## src/hdl/gtii_pkg.sv

```systemverilog
// ----------------------------------------------------------------------------
// Gradient texture integral image - shared package
// Register codes, sizes, and the item types passed between front and back.
// ----------------------------------------------------------------------------
`default_nettype none

package gtii_pkg;

    // configuration port
    localparam int CFG_W     = 13;
    localparam int CFG_IDX_W = 1;
    localparam logic [CFG_IDX_W-1:0] REG_IMAGE_COLS = 1'd0;
    localparam logic [CFG_IDX_W-1:0] REG_IMAGE_ROWS = 1'd1;

    localparam logic [CFG_W-1:0] COLS_RESET = 13'd640;
    localparam logic [CFG_W-1:0] ROWS_RESET = 13'd480;
    localparam int MIN_COLS = 6;
    localparam int MIN_ROWS = 2;

    // default size limits
    localparam int DEF_MAX_COLS = 4096;
    localparam int DEF_MAX_ROWS = 4096;

    // pixel / texture / sums
    localparam int PIX_W     = 8;
    localparam int TEX_MAX   = 255;
    localparam int PIX_LAG   = 4;     // texture pixel needs p[w] .. p[w+4]
    localparam int SUM_W     = 30;
    localparam int RUN_W     = 19;
    localparam int MAX_IDX_W = 12;    // line index at the largest column limit

    // queue depths
    localparam int JQ_DEPTH  = 4;
    localparam int OQ_DEPTH  = 4;
    localparam int OQ_CNT_W  = $clog2(OQ_DEPTH + 1);

    // one or two texture pixels of one source pixel; the second is always
    // a zero pixel in the next texture column
    typedef struct packed {
        logic [PIX_W-1:0]     tex;
        logic [MAX_IDX_W-1:0] idx;
        logic                 top;
        logic                 pair;
        logic                 rend0;
        logic                 fend0;
        logic                 rend1;
        logic                 fend1;
    } t_job;

    typedef struct packed {
        logic [SUM_W-1:0] area;
        logic             rend;
        logic             fend;
    } t_result;

endpackage

`default_nettype wire

```

## src/hdl/gtii_front.sv

```systemverilog
// ----------------------------------------------------------------------------
// Gradient texture integral image - front end
// Tracks source position, forms the gradient texture pixel and classifies
// each source pixel into zero, one or two texture pixels for the back end.
// ----------------------------------------------------------------------------
`default_nettype none

module gtii_front
    import gtii_pkg::*;
#(
    parameter int MAX_COLS = DEF_MAX_COLS,
    parameter int MAX_ROWS = DEF_MAX_ROWS
) (
    input  wire logic             i_clk,
    input  wire logic             i_rst_n,
    input  wire logic             i_accept,
    input  wire logic [PIX_W-1:0] i_pixel,
    input  wire logic [CFG_W-1:0] i_image_cols,
    input  wire logic [CFG_W-1:0] i_image_rows,
    output logic                  o_job_valid,
    output t_job                  o_job
);

    localparam int CN_W = $clog2(MAX_COLS + 1);
    localparam int RN_W = $clog2(MAX_ROWS + 1);
    localparam int CW   = (CN_W > CFG_W) ? CN_W : CFG_W;
    localparam int RW   = (RN_W > CFG_W) ? RN_W : CFG_W;
    localparam int SC_W = $clog2(MAX_COLS);
    localparam int SR_W = $clog2(MAX_ROWS);
    localparam int TC_W = $clog2(MAX_COLS / 2 + 1);

    logic [PIX_W-1:0] r_recent [4];
    logic [SC_W-1:0]  r_scol;
    logic [SR_W-1:0]  r_srow;
    logic [TC_W-1:0]  r_tcol;

    logic [CW-1:0]    cfg_cols, cols, tex_w, scol_x, tcol_x;
    logic [RW-1:0]    cfg_rows, rows, tex_h, srow_x;
    logic             last_col, last_row, use_row, compute_px;
    logic             tcol_lt, tcol1_lt, first, second, frame_row;
    logic [PIX_W-1:0] d1, d2, dmax, tex;
    logic [PIX_W:0]   dbl;

    // clamp the frame size
    always_comb begin
        cfg_cols = CW'(i_image_cols);
        cfg_rows = RW'(i_image_rows);
        priority if (cfg_cols < CW'(MIN_COLS)) begin
            cols = CW'(MIN_COLS);
        end else if (cfg_cols > CW'(MAX_COLS)) begin
            cols = CW'(MAX_COLS);
        end else begin
            cols = cfg_cols;
        end
        priority if (cfg_rows < RW'(MIN_ROWS)) begin
            rows = RW'(MIN_ROWS);
        end else if (cfg_rows > RW'(MAX_ROWS)) begin
            rows = RW'(MAX_ROWS);
        end else begin
            rows = cfg_rows;
        end
    end

    assign tex_w  = cols >> 1;
    assign tex_h  = rows >> 1;
    assign scol_x = CW'(r_scol);
    assign srow_x = RW'(r_srow);
    assign tcol_x = CW'(r_tcol);

    // position decode
    assign last_col   = (scol_x + CW'(1)) >= cols;
    assign last_row   = (srow_x + RW'(1)) >= rows;
    assign use_row    = !r_srow[0] && ((srow_x + RW'(1)) < rows);
    assign tcol_lt    = tcol_x < tex_w;
    assign tcol1_lt   = (tcol_x + CW'(1)) < tex_w;
    assign compute_px = use_row && !r_scol[0] && (scol_x >= CW'(PIX_LAG))
                        && (scol_x < cols) && tcol_lt;
    assign first      = compute_px || (use_row && last_col && tcol_lt);
    assign second     = first && last_col && tcol1_lt;
    assign frame_row  = ((srow_x >> 1) + RW'(1)) == tex_h;

    // gradient texture: 2 * max(|p - p[-4]|, |p - p[-2]|), saturated
    always_comb begin
        d1   = (i_pixel > r_recent[3]) ? i_pixel - r_recent[3] : r_recent[3] - i_pixel;
        d2   = (i_pixel > r_recent[1]) ? i_pixel - r_recent[1] : r_recent[1] - i_pixel;
        dmax = (d1 > d2) ? d1 : d2;
        dbl  = {dmax, 1'b0};
        tex  = (dbl > (PIX_W+1)'(TEX_MAX)) ? PIX_W'(TEX_MAX) : dbl[PIX_W-1:0];
    end

    // request to the back end
    always_comb begin
        o_job_valid = i_accept && first;
        o_job.tex   = compute_px ? tex : '0;
        o_job.idx   = MAX_IDX_W'(r_tcol);
        o_job.top   = (r_srow == '0);
        o_job.pair  = second;
        o_job.rend0 = (tcol_x + CW'(1)) == tex_w;
        o_job.fend0 = ((tcol_x + CW'(1)) == tex_w) && frame_row;
        o_job.rend1 = (tcol_x + CW'(2)) == tex_w;
        o_job.fend1 = ((tcol_x + CW'(2)) == tex_w) && frame_row;
    end

    // position counters
    always_ff @(posedge i_clk) begin
        if (!i_rst_n) begin
            r_scol <= '0;
            r_srow <= '0;
            r_tcol <= '0;
        end else if (i_accept) begin
            if (last_col) begin
                r_scol <= '0;
                r_tcol <= '0;
                r_srow <= last_row ? '0 : r_srow + 1'b1;
            end else begin
                r_scol <= r_scol + 1'b1;
                r_tcol <= r_tcol + TC_W'(compute_px);
            end
        end
    end

    // pixel history
    always_ff @(posedge i_clk) begin
        if (!i_rst_n) begin
            for (int i = 0; i < 4; i++) begin
                r_recent[i] <= '0;
            end
        end else if (i_accept) begin
            r_recent[3] <= r_recent[2];
            r_recent[2] <= r_recent[1];
            r_recent[1] <= r_recent[0];
            r_recent[0] <= i_pixel;
        end
    end

endmodule

`default_nettype wire

```

## config.mk

```make
export PLATFORM = sky130hd
export DESIGN_NAME = gtii_front
export DESIGN_NICKNAME = d
export VERILOG_FILES = /design/src/hdl/gtii_pkg.sv /design/src/hdl/gtii_front.sv
export SDC_FILE = /design/constraint.sdc
export NUM_CORES = 1
export LEC_CHECK = 0
export ABC_CLOCK_PERIOD_IN_PS = 6150
export BUFFER_PORTS_ARGS = -buffer_cell sky130_fd_sc_hd__buf_2
export CAP_MARGIN = 10
export CORE_ASPECT_RATIO = 1.4
export CORE_UTILIZATION = 35
export DETAILED_ROUTE_END_ITERATION = 10
export PLACE_DENSITY = 0.6
export SETUP_SLACK_MARGIN = 0.02
export SYNTH_ARGS = -nofsm -noshare
export SYNTH_HDL_FRONTEND = slang
export SYNTH_SLANG_ARGS = --single-unit
```

## constraint.sdc

```tcl
create_clock -name i_clk -period 6.15 [get_ports i_clk]
set_input_delay 0.9225 -clock i_clk [delete_from_list [all_inputs] [get_ports i_clk]]
set_output_delay 0.9225 -clock i_clk [all_outputs]
set_load 0.02 [all_outputs]
```

==> out/results.tsv <==
stage	metric	value	unit
run_status	status	completed	
timing	tns	0	ps
timing	final_hold_viol_count	0	
timing	setup_viol	0	
setup_path	cpMaxStageDelayCell	fa_1	
setup_path	crit_arrival	4790	ps
logic_synthesis	synthFlopType	dfxtp_1	
logic_synthesis	yosys_warnings	0	
cts	clockBufferDepth	2	
timing	slew_violations	0	
pwr	p_comb_frac	0.287	
pwr	p_sw_frac	0.310	
job	max_cap_viol_count	0	
logic_synthesis	syn-cell-area	0.00706	sq mm
global_route	grt_max_degree	37	
setup_path	critPathMaxFanout	8	
setup_path	crit_type	in -> out	
cts	clk_latency	330	ps
pwr	power_density	186	mW/mm^2
route	drt_pass1_iterations	4	
logic_synthesis	syn_inst	821	
route	wl_per_cell	16.5	microns
cts	htree_levels	3	
pwr	p_leak	3.73	nW
place	portBuffers	63	
floorplan	io_pins	64	
timing	rsz0062_at_grt	false	
logic_synthesis	syn_avg_cell_area	8.60	sq um
floorplan	dieArea	0.0207	sq mm
floorplan	dieWidth	122	microns
pwr	p_int	0.00102	W
logic_synthesis	yosys.cell_types.count	67	
setup_path	worstPathCellList	buf_2 -> inv_1 -> ha_1 -> inv_1 -> fa_1 -> a211oi_2 -> o211a_1 -> nor2_2 -> or3_1 -> a32oi_2 -> xor2_1 -> ha_1 -> nand2_1 -> o21ai_0 -> o32ai_1 -> buf_4 -> nand2b_1 -> mux2i_1 -> buf_4 -> a221oi_1 -> buf_2	
pwr	switching_power	0.000457	W
logic_synthesis	syn_nets	970	
timing	slew_headroom	0.245	
setup_path	reg2reg_setup_slack	950	ps
logic_synthesis	synth_edf_count	32	
route	drtAntennaViolNets	0	
pwr	vdd_drop_max	125	uV
cts	clockRootBuffer	clkbuf_16	
cells_and_area	area_growth	12.2	%
logic_synthesis	ys_async_sr_fraction	0	
route	vias_per_cell	5.47	
cts	holdBufCountCts	0	
global_route	grt_pass1_wl	29700	microns
cts	cts_setup_buffers	0	
timing	finClkSkew	4.73	ps
pwr	pwr-share-clk	0.374	
place	gp_congestion	0.930	
global_route	grt_pass1_vias	5909	
floorplan	core.rowCount	61	
global_route	track_usage	0.183	
setup_path	cp-end-kind	output port	
place	hpwl	14700	microns
setup_path	crit_path_max_incr_delay	420	ps
cts	cts_buffers	9	
floorplan	coreArea	0.0198	sq mm
cts	clkSlewWorstSetupHoldPaths	60	ps
setup_path	critical_path.startpoint_type	primary input	
route	wl	18700	microns
setup_path	cp.required	5230	ps
timing	worst_slew_pin_slew	1130	ps
route	drtIter0Drc	272	
setup_path	crit_buf_inv	6	
floorplan	start_util	0.356	
cells_and_area	final_nets	1018	
global_route	antenna_found_initial	1	
timing	period_share	0.928	
floorplan	fp.dieH	170	microns
logic_synthesis	seq_area_frac_synth	0.238	
logic_synthesis	ys_ff_latch	68	
timing	layout_setup_ws	440	ps
cts	cts.sinks	68	
cells_and_area	drive_gt1_frac	0.114	
place	post-place-ws	444	ps
pwr	p_seq_frac	0.339	
cts	post_cts_resized	0	
cts	tritoncts	yes	
setup_path	cp_top_family	compound AO/OA/AOI/OAI gates	
global_route	overflow	0	
min_path	hold_path.class	reg -> reg	
route	drc	0	
route	dr_total_vias	6166	
timing	timing.fmax	175	MHz
timing	fin_crit	5710	ps
[metal layers]
layer  share of wire  vias to the layer above  track usage
li1                -                     3087            -
met3           0.031                       31       0.0211
met1            0.43                     2906        0.210
met2            0.52                      142        0.336
met5               0                        -            0
met4           0.024                        0       0.0778
[state kept, by name, indices dropped and copies added (netlist names)]
register	count
r_recent	32
r_scol	12
r_srow	12
r_tcol	12
[power groups by stage]
stage | Clock (W) | Combinational, W | Sequential, W
CTS | 0.000562 | 0.000423 | 0.000500
global route | 0.000585 | 0.000470 | 0.000501
global placement | 0 | 0.000419 | 0.000509
detailed placement | 0 | 0.000420 | 0.000509
floorplan | 0 | 0.000300 | 0.000506
finish | 0.000552 | 0.000424 | 0.000500
[kinds of logic after synthesis]
| kind of cell | Yosys count | share of synthesized area |
|---|---|---|
| buffers and inverters | 89 | 0.0518 |
| muxes | 21 | 0.0305 |
| AOI/OAI and AO/OA | 166 | 0.169 |
| xor gates and xnor gates | 76 | 0.0982 |
| adders and majority gates | 112 | 0.203 |
| DFF | 68 | 0.238 |
| and+or+nand+nor | 289 | 0.209 |
[path summary, 6_finish.rpt]
kind	start	end	cells after the start
setup reg to reg	r_srow[2]	r_tcol[10]	18
hold reg to reg	r_recent[0][5]	r_recent[1][5]	1
hold / removal	r_recent[0][5]	r_recent[1][5]	1
setup / recovery	i_pixel[0]	o_job[25]	21
[cell usage in the layout, fill, tap and decap left out, types with 8 or more instances in the layout]
cell,n
nand2_1,59
clkbuf_16,9
nor2_1,65
o21a_1,10
dfxtp_1,36
a211oi_1,11
nor4_1,12
ha_1,108
nand4_1,21
nor3_1,21
a21o_1,33
nor2b_1,11
nand3_1,26
buf_4,9
xnor2_1,42
a22o_1,10
nand2b_1,13
a21oi_1,29
inv_1,53
a31oi_1,8
buf_2,63
mux2i_1,17
xor2_1,32
edfxtp_1,32
and3_1,27
o21ai_0,20
[through the flow]
step                std cells  total power, W  hold slack (ps)  utilization  area (sq um)
floorplan                 821        0.000807              511            -          7060
global placement         1110        0.000928              537        0.383          7600
detailed placement       1110        0.000930              545        0.383          7600
CTS                      1126         0.00148              559        0.399          7920
global route             1127         0.00156              576        0.399          7920
finish                   1128         0.00148              560        0.399          7920
[final cells by class]
class,count,area (sq um)
sequential,68,1680
timing repair buffer,72,383
clock buffer,10,229
inverter,54,203
antenna,2,5.00
fill,2077,11900
tap,252,315
clock inverter,6,87.6
multi-input combinational,664,5020
[synthesized netlist by cell type, types with 11 or more instances]
| cell | count | area (sq um) |
|---|---|---|
| xnor2_1 | 42 | 368 |
| inv_1 | 53 | 199 |
| nor4_1 | 12 | 75.1 |
| a21oi_1 | 29 | 145 |
| xor2_1 | 32 | 280 |
| nor3_1 | 22 | 110 |
| dfxtp_1 | 36 | 721 |
| nor2_1 | 65 | 244 |
| a21o_1 | 33 | 248 |
| nand4_1 | 21 | 131 |
| clkbuf_1 | 19 | 71.3 |
| mux2i_1 | 17 | 170 |
| o21ai_0 | 20 | 100 |
| nand3_1 | 26 | 130 |
| ha_1 | 108 | 1350 |
| nand2_1 | 59 | 221 |
| nor2b_1 | 11 | 68.8 |
| a211oi_1 | 11 | 82.6 |
| and3_1 | 27 | 169 |
| nand2b_1 | 13 | 81.3 |
| edfxtp_1 | 32 | 961 |
Power figures use the tool's default switching activity.
