===== config.mk =====
export PLATFORM = sky130hd
export DESIGN_NAME = gtii_fifo
export DESIGN_NICKNAME = d
export VERILOG_FILES = /design/src/hdl/gtii_fifo.sv
export SDC_FILE = /design/constraint.sdc
export NUM_CORES = 1
export LEC_CHECK = 0
export ABC_CLOCK_PERIOD_IN_PS = 2000
export BUFFER_PORTS_ARGS = -buffer_cell sky130_fd_sc_hd__buf_2
export CAP_MARGIN = 20
export CORE_UTILIZATION = 52
export CTS_BUF_LIST = sky130_fd_sc_hd__clkbuf_2
export CTS_CLUSTER_SIZE = 40
export DETAILED_ROUTE_END_ITERATION = 10
export PLACE_DENSITY = 0.77
export SYNTH_ARGS = -nofsm -noshare
export SYNTH_HDL_FRONTEND = slang
export SYNTH_SLANG_ARGS = --single-unit

===== constraint.sdc =====
create_clock -name i_clk -period 2 [get_ports i_clk]
set_input_delay 0.3 -clock i_clk [delete_from_list [all_inputs] [get_ports i_clk]]
set_output_delay 0.3 -clock i_clk [all_outputs]
set_load 0.05 [all_outputs]

===== src/hdl/gtii_fifo.sv =====
// ----------------------------------------------------------------------------
// Gradient texture integral image - small register queue
// First-word-fall-through queue; head entry is shown while not empty.
// ----------------------------------------------------------------------------
`default_nettype none

module gtii_fifo #(
    parameter int WIDTH = 8,
    parameter int DEPTH = 4
) (
    input  wire logic                         i_clk,
    input  wire logic                         i_rst_n,
    input  wire logic                         i_push,
    input  wire logic [WIDTH-1:0]             i_wdata,
    input  wire logic                         i_pop,
    output logic      [WIDTH-1:0]             o_rdata,
    output logic      [$clog2(DEPTH+1)-1:0]   o_count,
    output logic                              o_full,
    output logic                              o_empty
);

    localparam int PTR_W = $clog2(DEPTH);
    localparam int CNT_W = $clog2(DEPTH + 1);

    logic [WIDTH-1:0] r_mem [DEPTH];
    logic [PTR_W-1:0] r_wr_ptr, r_rd_ptr;
    logic [CNT_W-1:0] r_count;
    logic             do_push, do_pop;

    assign o_full  = (r_count == CNT_W'(DEPTH));
    assign o_empty = (r_count == '0);
    assign o_count = r_count;
    assign o_rdata = r_mem[r_rd_ptr];

    assign do_push = i_push && !o_full;
    assign do_pop  = i_pop && !o_empty;

    // pointers and fill level
    always_ff @(posedge i_clk) begin
        if (!i_rst_n) begin
            r_wr_ptr <= '0;
            r_rd_ptr <= '0;
            r_count  <= '0;
        end else begin
            if (do_push) begin
                r_wr_ptr <= (r_wr_ptr == PTR_W'(DEPTH - 1)) ? '0 : r_wr_ptr + 1'b1;
            end
            if (do_pop) begin
                r_rd_ptr <= (r_rd_ptr == PTR_W'(DEPTH - 1)) ? '0 : r_rd_ptr + 1'b1;
            end
            r_count <= r_count + CNT_W'(do_push) - CNT_W'(do_pop);
        end
    end

    // storage
    always_ff @(posedge i_clk) begin
        if (do_push) begin
            r_mem[r_wr_ptr] <= i_wdata;
        end
    end

endmodule

`default_nettype wire


==> reports/qor.csv, run 1 <==
metric;value;unit
Worst Path Class, Setup;flip-flop to flip-flop;
largest net degree at the start of global routing;13;
Max Root-Sink Buffers;2;
CP cell instances;o31ai_4, inv_1, ha_1, inv_1, ha_2, fa_2, xnor2_2, xnor2_1, and2_1;
CP most frequent cell;inv_1;
DR WL met2;1.31;mm
Final Setup Violations;1;
max-slew violations;0;
diode count;0;
worst-skew pair later-pin latency;0.40;ns
met3 WL;156;um
min-delay src;i_wdata[6];
GRT Resource Usage Total;18.2;%
placed instance count;163;
Core Util, Final;64.0;%
Startpoint Class;flip-flop;
wl on met1;1.05;mm
root buffer cell;clkbuf_2;
1st-iter DRT viols;19;
Avg Cell Area, Syn;17.5;um^2
Setup WS pre-CTS;-0.0443;ns
fraction of layout cells with a size suffix above 1;44.5;%
RR Startpoint;o_count[2];
Vias/cell;5.03;
vias in the first global route;947;
max_cap viols;0;
Core Region;0.00303;mm^2
global-route wire length before repair;4.15;mm
outcome;finished with violations;
failing checks;negative setup slack;
WP data required;2.31;ns
DRT antenna net count;0;
Nets;147;
RSZ-0062 raised after global routing;true;
hold violation total from the final report;0;
total leakage power;0.000732;uW
Initial Util;54.8;%
Std-Cell Rows;20;
vias;865;
register area share after synthesis;68.8;%
Detailed Place HPWL;1.71;mm
gr ovfl total;0;
Worst Clk Skew;0.0129;ns
worst rel slew slack;72.9;%
Critical Path AT;2.38;ns
Fmax;483;MHz
Layout area overhead;16.9;%
initial antenna violation count;0;
fin crit share;104;%
DIE AREA;0.00342;mm^2
Port Buf Inserts;24;
number of synthesized register bits;41;
final setup margin;-0.0704;ns
WL/cell;15.0;um
die height;58.5;um
Post-Route WL;2.59;mm
worst hold path class;input pin to flip-flop;
routability cong.;0.683;
clock tree sinks;41;
Netlist cell types;21;
instance count of the mapped netlist;95;
CTS Hold Bufs;0;
crit end category;flip-flop;
drt drc;0;
Tmin final;2.07;ns
number of buffers created by CTS;5;
CTS clk-pin slew, worst paths;0.19;ns
CTS tree;yes;
crit path from;o_count[2];
Final Cell Area;0.00194;mm^2
worst-margin pin slew;0.406;ns
drt pass-1 iters;4;
Synthesis Warnings;0;
Final Non-Filler Cells;172;
CP max-delay cell;dfxtp_4;
worst vdd ir;0.000791;V
Crit path largest cell delay;0.40;ns
P per Cell Area;1310;mW/mm^2
I/O pin count;25;
Top Metal Used;met4;
Worst Path Max Fanout;5;
htree depth;2;
width of the chip;58.5;um
Post-Syn Nets;115;
mapped cell area;0.00166;mm^2
Area after DPL;0.00185;mm^2
-- layer usage --
| layer | up-vias | global-route usage, % |
|---|---|---|
| met5 | - | 0 |
| met4 | 0 | 11.6 |
| met3 | 6 | 7.69 |
| met2 | 28 | 30.9 |
| met1 | 415 | 18.4 |
| li1 | 416 | - |
-- critical path, delay by kind of cell, from the launching register on --
kind	cells	cell delay (ns)
xor gates and xnor gates	2	0.27
adders and majority gates	3	0.78
DFF	1	0.40
and+or+nand+nor	1	0.15
AOI/OAI and AO/OA	1	0.27
buffers and inverters	2	0.12
-- through the flow --
stage	power, uW	hold WS, ns	setup TNS [ns]
floorplan	1920	0.399	-0.832
CTS	2490	0.0707	-0.0360
global placement	2110	0.481	0
finish	2540	0.0991	-0.0704
global route	2670	0.0506	-0.169
detailed placement	2140	0.490	-0.0443
-- power by group --
part           switching [uW]  internal (uW)
combinational             651            403
sequential               90.9           1060
clock                     262           76.5
-- worst paths after layout --
| path | depth (start not counted) | slack, ns | endpoint |
|---|---|---|---|
| setup reg to reg | 9 | -0.07 | o_count[2] |
| hold / removal | 1 | 0.1 | r_mem[3][6] |
| setup / recovery | 9 | -0.07 | o_count[2] |
| hold reg to reg | 2 | 0.51 | r_wr_ptr[1] |
-- layout by cell type (no fill, tap or decap), drive strengths merged --
master and n:
fa 1, nand2 6, nor3 1, nand3 2
mux2i 2, o31ai 1, inv 7, buf 29
o21ai 2, xnor2 2, and2 7, nor3b 1
dfxtp 9, ha 7, mux4 8, nor2 2
nor2b 1, clkbuf 5, clkinv 3, edfxtp 32
-- sequential cells by signal, indices dropped and copies added (netlist names), named ones only --
signal    cells
r_mem        32
o_count       3
r_wr_ptr      2
r_rd_ptr      2
-- cells by family after synthesis --
| group | Yosys count | share of synthesized area, % |
|---|---|---|
| simple gates | 20 | 7.24 |
| buf+inv | 11 | 3.02 |
| xor+xnor | 2 | 1.06 |
| flops | 41 | 68.8 |
| mux | 10 | 12.1 |
| fa+ha+maj | 8 | 6.49 |
| compound gates | 3 | 1.36 |
-- timing repair --
item	4_1_cts	5_1_grt
gates resized for setup	3	14
endpoints found under the setup margin	9	9
pin swaps	0	1
buffers inserted	0	1
-- cell usage after synthesis --
cell type | instances | share of area [%]
buf_6 | 1 | 0.68
clkbuf_1 | 2 | 0.45
nor3_1 | 1 | 0.30
o31ai_2 | 1 | 0.75
xnor2_1 | 2 | 1.1
nor2b_2 | 1 | 0.53
edfxtp_1 | 32 | 58
nand2_1 | 6 | 1.4
fa_1 | 1 | 1.2
inv_1 | 7 | 1.6
mux2i_1 | 2 | 1.2
nor3b_4 | 1 | 1.1
ha_1 | 7 | 5.3
o21ai_0 | 2 | 0.60
mux4_2 | 8 | 11
buf_2 | 1 | 0.30
nor2_1 | 2 | 0.45
and2_2 | 3 | 1.4
and2_1 | 4 | 1.5
nand3_1 | 2 | 0.60
dfxtp_1 | 9 | 11
-- layout make-up --
type                    instances  area [um^2]
clock inverters                 3         12.5
clock buffers                   5         25.0
multi-input cells              43          489
flip-flops and latches         41         1150
well taps                      44         55.1
fillers                       221         1090
inverters                       7         26.3
repair buffers                 29          180
Note: power is estimated with default switching activity, not from simulation.
==> run 2, diff against run 1 <==
==> constraint.sdc (replaced) <==
create_clock -name i_clk -period 2 [get_ports i_clk]
set_input_delay 0.3 -clock i_clk [delete_from_list [all_inputs] [get_ports i_clk]]
set_output_delay 0.3 -clock i_clk [all_outputs]
set_load 0.01 [all_outputs]
==> run 2 against run 1 <==
The run still ends with negative setup slack left; first-iteration DRC count fell by 42%; clock power is essentially flat; fmax is 1.9% lower; global-route usage shrank 0.53 points; wire length shrank 1.6%; critical path type unchanged; largest cell class unchanged; highest routed layer unchanged.
==> reports/qor.csv, run 2 (same netlist as run 1, synthesis figures left out) <==
metric;value;unit
Top Usage Layer GRT;met2;
area of the multi-input gates;489;um^2
# fillers;224;
CTS tree;yes;
hold violation total from the final report;0;
reg2reg setup slack;-0.11;ns
CP cell instances;nor3b_4, nor2b_2, inv_1, ha_1, inv_1, ha_2, fa_2, xnor2_2, xnor2_1, and2_1;
Tmin final;2.11;ns
vias in the first global route;952;
met2 Resource Use GR;30.2;%
Fmax;474;MHz
largest net degree at the start of global routing;13;
global-route wire length before repair;4.14;mm
Vias/cell;4.99;
1st-iter DRT viols;11;
Max Root-Sink Buffers;2;
I/O pin count;25;
Startpoint Class;flip-flop;
max_cap viols;0;
RR Startpoint;o_count[2];
fraction of layout cells with a size suffix above 1;45.5;%
Final Cell Area;0.00195;mm^2
clock tree sinks;41;
fin crit share;105;%
Final Setup Violations;1;
worst rel slew slack;72.5;%
reg2reg path depth;10;
Largest Register;r_mem;
met3 Use GR;5.27;%
WL/cell;14.5;um
Post-Route WL;2.55;mm
width of the chip;58.5;um
number of buffers created by CTS;5;
crit path from;o_count[2];
max reg flops;32;
DIE AREA;0.00342;mm^2
CP endpoint;o_count[2];
WP data required;2.31;ns
gr ovfl total;0;
final setup margin;-0.110;ns
Critical Path AT;2.42;ns
failing checks;negative setup slack;
Core Region;0.00303;mm^2
Crit path largest cell delay;0.40;ns
worst-margin pin slew;0.413;ns
Worst Path Max Fanout;5;
DRT antenna net count;0;
routability cong.;0.692;
CP most frequent cell;inv_1;
Worst Path Class, Setup;flip-flop to flip-flop;
Sum Neg Setup Slack;-0.110;ns
drt drc;0;
die height;58.5;um
register cell area after layout;0.00115;mm^2
Layout area overhead;17.6;%
RSZ-0062 raised after global routing;true;
GRT Resource Usage Total;17.7;%
max-slew violations;0;
Area after DPL;0.00185;mm^2
total power;2190;uW
worst hold path class;input pin to flip-flop;
most frequent cells in the layout;edfxtp_1, buf_2, mux4_2, buf_4;
R2R Path End;o_count[2];
root buffer cell;clkbuf_2;
grt met1 use;19.3;%
crit end category;flip-flop;
diode count;0;
Std-Cell Rows;20;
CTS clk-pin slew, worst paths;0.19;ns
initial antenna violation count;0;
total leakage power;0.000747;uW
vias;878;
Initial Util;54.8;%
worst-skew pair later-pin latency;0.39;ns
most common cell after layout, fill and taps aside;edfxtp_1;
outcome;finished with violations;
P per Cell Area;1120;mW/mm^2
Port Buf Inserts;24;
Worst Clk Skew;0.0254;ns
htree depth;2;
CP max-delay cell;dfxtp_4;
Nets;151;
worst vdd ir;0.000662;V
drt pass-1 iters;4;
Core Util, Final;64.4;%
Detailed Place HPWL;1.74;mm
==> run 2: changes by cell type in the layout (fill, tap and decap cells not counted), sizes merged <==
cell / previous run / this run
buf: 29 / 33
clkbuf: 5 / 7
clkinv: 3 / 1
==> run 2: repair_timing <==
action	CTS	global route
pin swaps	1	3
cloned	0	0
hold buffers	0	0
setup buffers	2	2
hold endpoints to repair	0	0
gates resized for setup	3	3
setup endpoints to repair	1	8
==> run 2: routing by layer <==
metal | share of wire, % | wire (um)
met1 | 40 | 1010
met2 | 53 | 1350
met5 | 0 | 0
met4 | 2.7 | 69
met3 | 4.4 | 113
==> run 2: report_power, final <==
part / internal, uW / switching (uW) / total, uW
clock: 93.6 / 241 / 335
combinational: 392 / 327 / 719
sequential: 1050 / 82.7 / 1140
==> run 2: metrics by stage <==
stage | instances | hold slack, ns | setup slack (ns)
final | 176 | 0.110 | -0.110
after global routing | 176 | 0.0752 | -0.214
after CTS | 174 | 0.0842 | -0.0387
after detailed placement | 164 | 0.498 | -0.0501
after global placement | 164 | 0.484 | -0.0166
after floorplan | 95 | 0.399 | -0.0758
==> run 2: critical path, delay by kind of cell, from the launching register on <==
| kind | cells | cell delay [ns] |
|---|---|---|
| flip-flops | 1 | 0.40 |
| buffers and inverters | 2 | 0.10 |
| XOR/XNOR | 2 | 0.28 |
| AND/OR/NAND/NOR | 3 | 0.45 |
| adder cells (fa/ha/maj) | 3 | 0.81 |
==> run 2: worst min path at each step <==
stage / depth (start not counted) / slack (ns) / to / from
after CTS: 1 / 0.08 / r_mem[0][6] / i_wdata[6]
after detailed placement: 2 / 0.50 / r_wr_ptr[1] / r_wr_ptr[1]
after global routing: 1 / 0.08 / r_mem[1][3] / i_wdata[3]
final: 1 / 0.11 / r_mem[0][6] / i_wdata[6]
after floorplan: 0 / 0.40 / r_mem[0][0] / i_wdata[0]
after global placement: 2 / 0.48 / r_wr_ptr[1] / r_wr_ptr[1]
==> run 2: cell type report <==
class	instances	area share, %
clock buffers	7	1.80
flip-flops and latches	41	58.9
inverters	7	1.35
well taps	44	2.82
multi-input cells	43	25.1
repair buffers	33	9.81
clock inverters	1	0.192
==> run 3, diff against run 2 <==
--- a/config.mk
+++ b/config.mk
@@ -13,6 +13,7 @@
 export CTS_CLUSTER_SIZE = 40
 export DETAILED_ROUTE_END_ITERATION = 10
 export PLACE_DENSITY = 0.77
+export SKIP_CTS_REPAIR_TIMING = 1
 export SYNTH_ARGS = -nofsm -noshare
 export SYNTH_HDL_FRONTEND = slang
 export SYNTH_SLANG_ARGS = --single-unit
==> run 3 against run 2 <==
The flow still finishes with violations (negative setup slack); via count shrank 2.5%; largest power group unchanged; worst setup slack improved by 0.037 ns; fmax increased by 1.8%; final cell count shrank 1.1%; clock power is essentially flat; global-route usage is 0.52 points lower; power fell by 0.95%; highest routed layer unchanged.
==> reports/qor.csv, run 3 (same netlist as run 1, synthesis figures left out) <==
metric;value;unit
outcome;finished with violations;
failing checks;negative setup slack;
Core Region;0.00303;mm^2
Initial Util;54.8;%
most common cell after layout, fill and taps aside;edfxtp_1;
vias in the first global route;926;
P per Cell Area;1120;mW/mm^2
Startpoint Class;flip-flop;
RR Startpoint;o_count[2];
vias;856;
Port Buf Inserts;24;
gr ovfl total;0;
Fmax;482;MHz
drt pass-1 iters;4;
Final Setup Violations;1;
largest net degree at the start of global routing;13;
crit end category;flip-flop;
WL/cell;14.2;um
Largest Register;r_mem;
htree depth;2;
initial antenna violation count;0;
Vias/cell;4.92;
Area after DPL;0.00185;mm^2
worst-margin pin slew;0.408;ns
fraction of layout cells with a size suffix above 1;44.6;%
1st-iter DRT viols;12;
Setup WS pre-CTS;-0.0501;ns
min-delay src;i_wdata[6];
max-slew violations;0;
CTS clk-pin slew, worst paths;0.19;ns
Worst Path Class, Setup;flip-flop to flip-flop;
Final Cell Area;0.00193;mm^2
max reg flops;32;
Layout area overhead;16.5;%
Critical Path AT;2.38;ns
Max Root-Sink Buffers;2;
root buffer cell;clkbuf_2;
reg2reg setup slack;-0.07;ns
clock tree sinks;41;
global-route wire length before repair;4.06;mm
hold violation total from the final report;0;
Core Util, Final;63.8;%
Std-Cell Rows;20;
worst hold path depth;1;
max_cap viols;0;
CTS tree;yes;
worst vdd ir;0.000628;V
worst hold path class;input pin to flip-flop;
drt drc;0;
Nets;149;
worst rel slew slack;72.8;%
total leakage power;0.000738;uW
I/O pin count;25;
most frequent cells in the layout;edfxtp_1, buf_2, mux4_2, inv_1, clkbuf_2;
WP data required;2.30;ns
worst-skew pair later-pin latency;0.39;ns
diode count;0;
Tmin final;2.07;ns
R2R Path End;o_count[2];
die height;58.5;um
reg2reg path depth;10;
DRT antenna net count;0;
Detailed Place HPWL;1.74;mm
worst hold endpoint;r_mem[0][6];
final setup margin;-0.0733;ns
GRT Resource Usage Total;17.1;%
fin crit share;104;%
width of the chip;58.5;um
Post-Route WL;2.48;mm
RSZ-0062 raised after global routing;true;
routability cong.;0.692;
Worst Path Max Fanout;4;
number of buffers created by CTS;5;
Worst Clk Skew;0.0235;ns
DIE AREA;0.00342;mm^2
-- run 3: layout make-up --
| cell class | count | area, um^2 |
|---|---|---|
| Sequential cell | 41 | 1150 |
| Fill cell | 219 | 1090 |
| Multi-Input combinational cell | 43 | 489 |
| Timing Repair Buffer | 31 | 176 |
| Tap cell | 44 | 55.1 |
| Clock buffer | 7 | 35.0 |
| Inverter | 7 | 26.3 |
| Clock inverter | 1 | 3.75 |
-- run 3: worst max path at each step --
| stage | start | endpoint | slack [ns] |
|---|---|---|---|
| 4_1_cts | o_count[1] | o_count[2] | -0.07 |
| 3_5_place_dp | o_count[1] | o_count[2] | -0.05 |
| 3_3_place_gp | o_count[1] | o_count[2] | -0.02 |
| 5_1_grt | o_count[2] | o_count[2] | -0.21 |
| 2_1_floorplan | o_count[2] | o_count[2] | -0.08 |
| 6_report | o_count[2] | o_count[2] | -0.07 |
-- run 3: routing by layer --
layer	part of all wire (%)	track usage, %	vias up
met5	0	0	-
met4	1.3	7.14	0
met3	5.7	5.93	4
met2	51	29.4	27
met1	42	19.7	411
li1	-	-	414
-- run 3: critical path, cell delays in order (launching register included) --
cell     delay, ns
dfxtp_4       0.40
nor3b_4       0.15
nor2b_2       0.14
inv_1         0.05
ha_1          0.26
inv_1         0.04
ha_2          0.17
fa_2          0.37
xnor2_2       0.15
xnor2_1       0.12
and2_1        0.15
-- run 3: power breakdown --
part	switching (uW)	internal, uW	leakage, uW
Sequential	80.8	1050	0.000368
Combinational	321	380	0.000339
Clock	241	93.6	0.0000306
-- run 3: through the flow --
step	power, uW	hold slack (ns)	instances	setup TNS [ns]
6_report	2170	0.111	174	-0.0733
5_1_grt	2300	0.0774	174	-0.208
4_1_cts	2140	0.0842	172	-0.0750
3_5_place_dp	1810	0.498	164	-0.0501
3_3_place_gp	1780	0.484	164	-0.0166
2_1_floorplan	1570	0.399	95	-0.0758
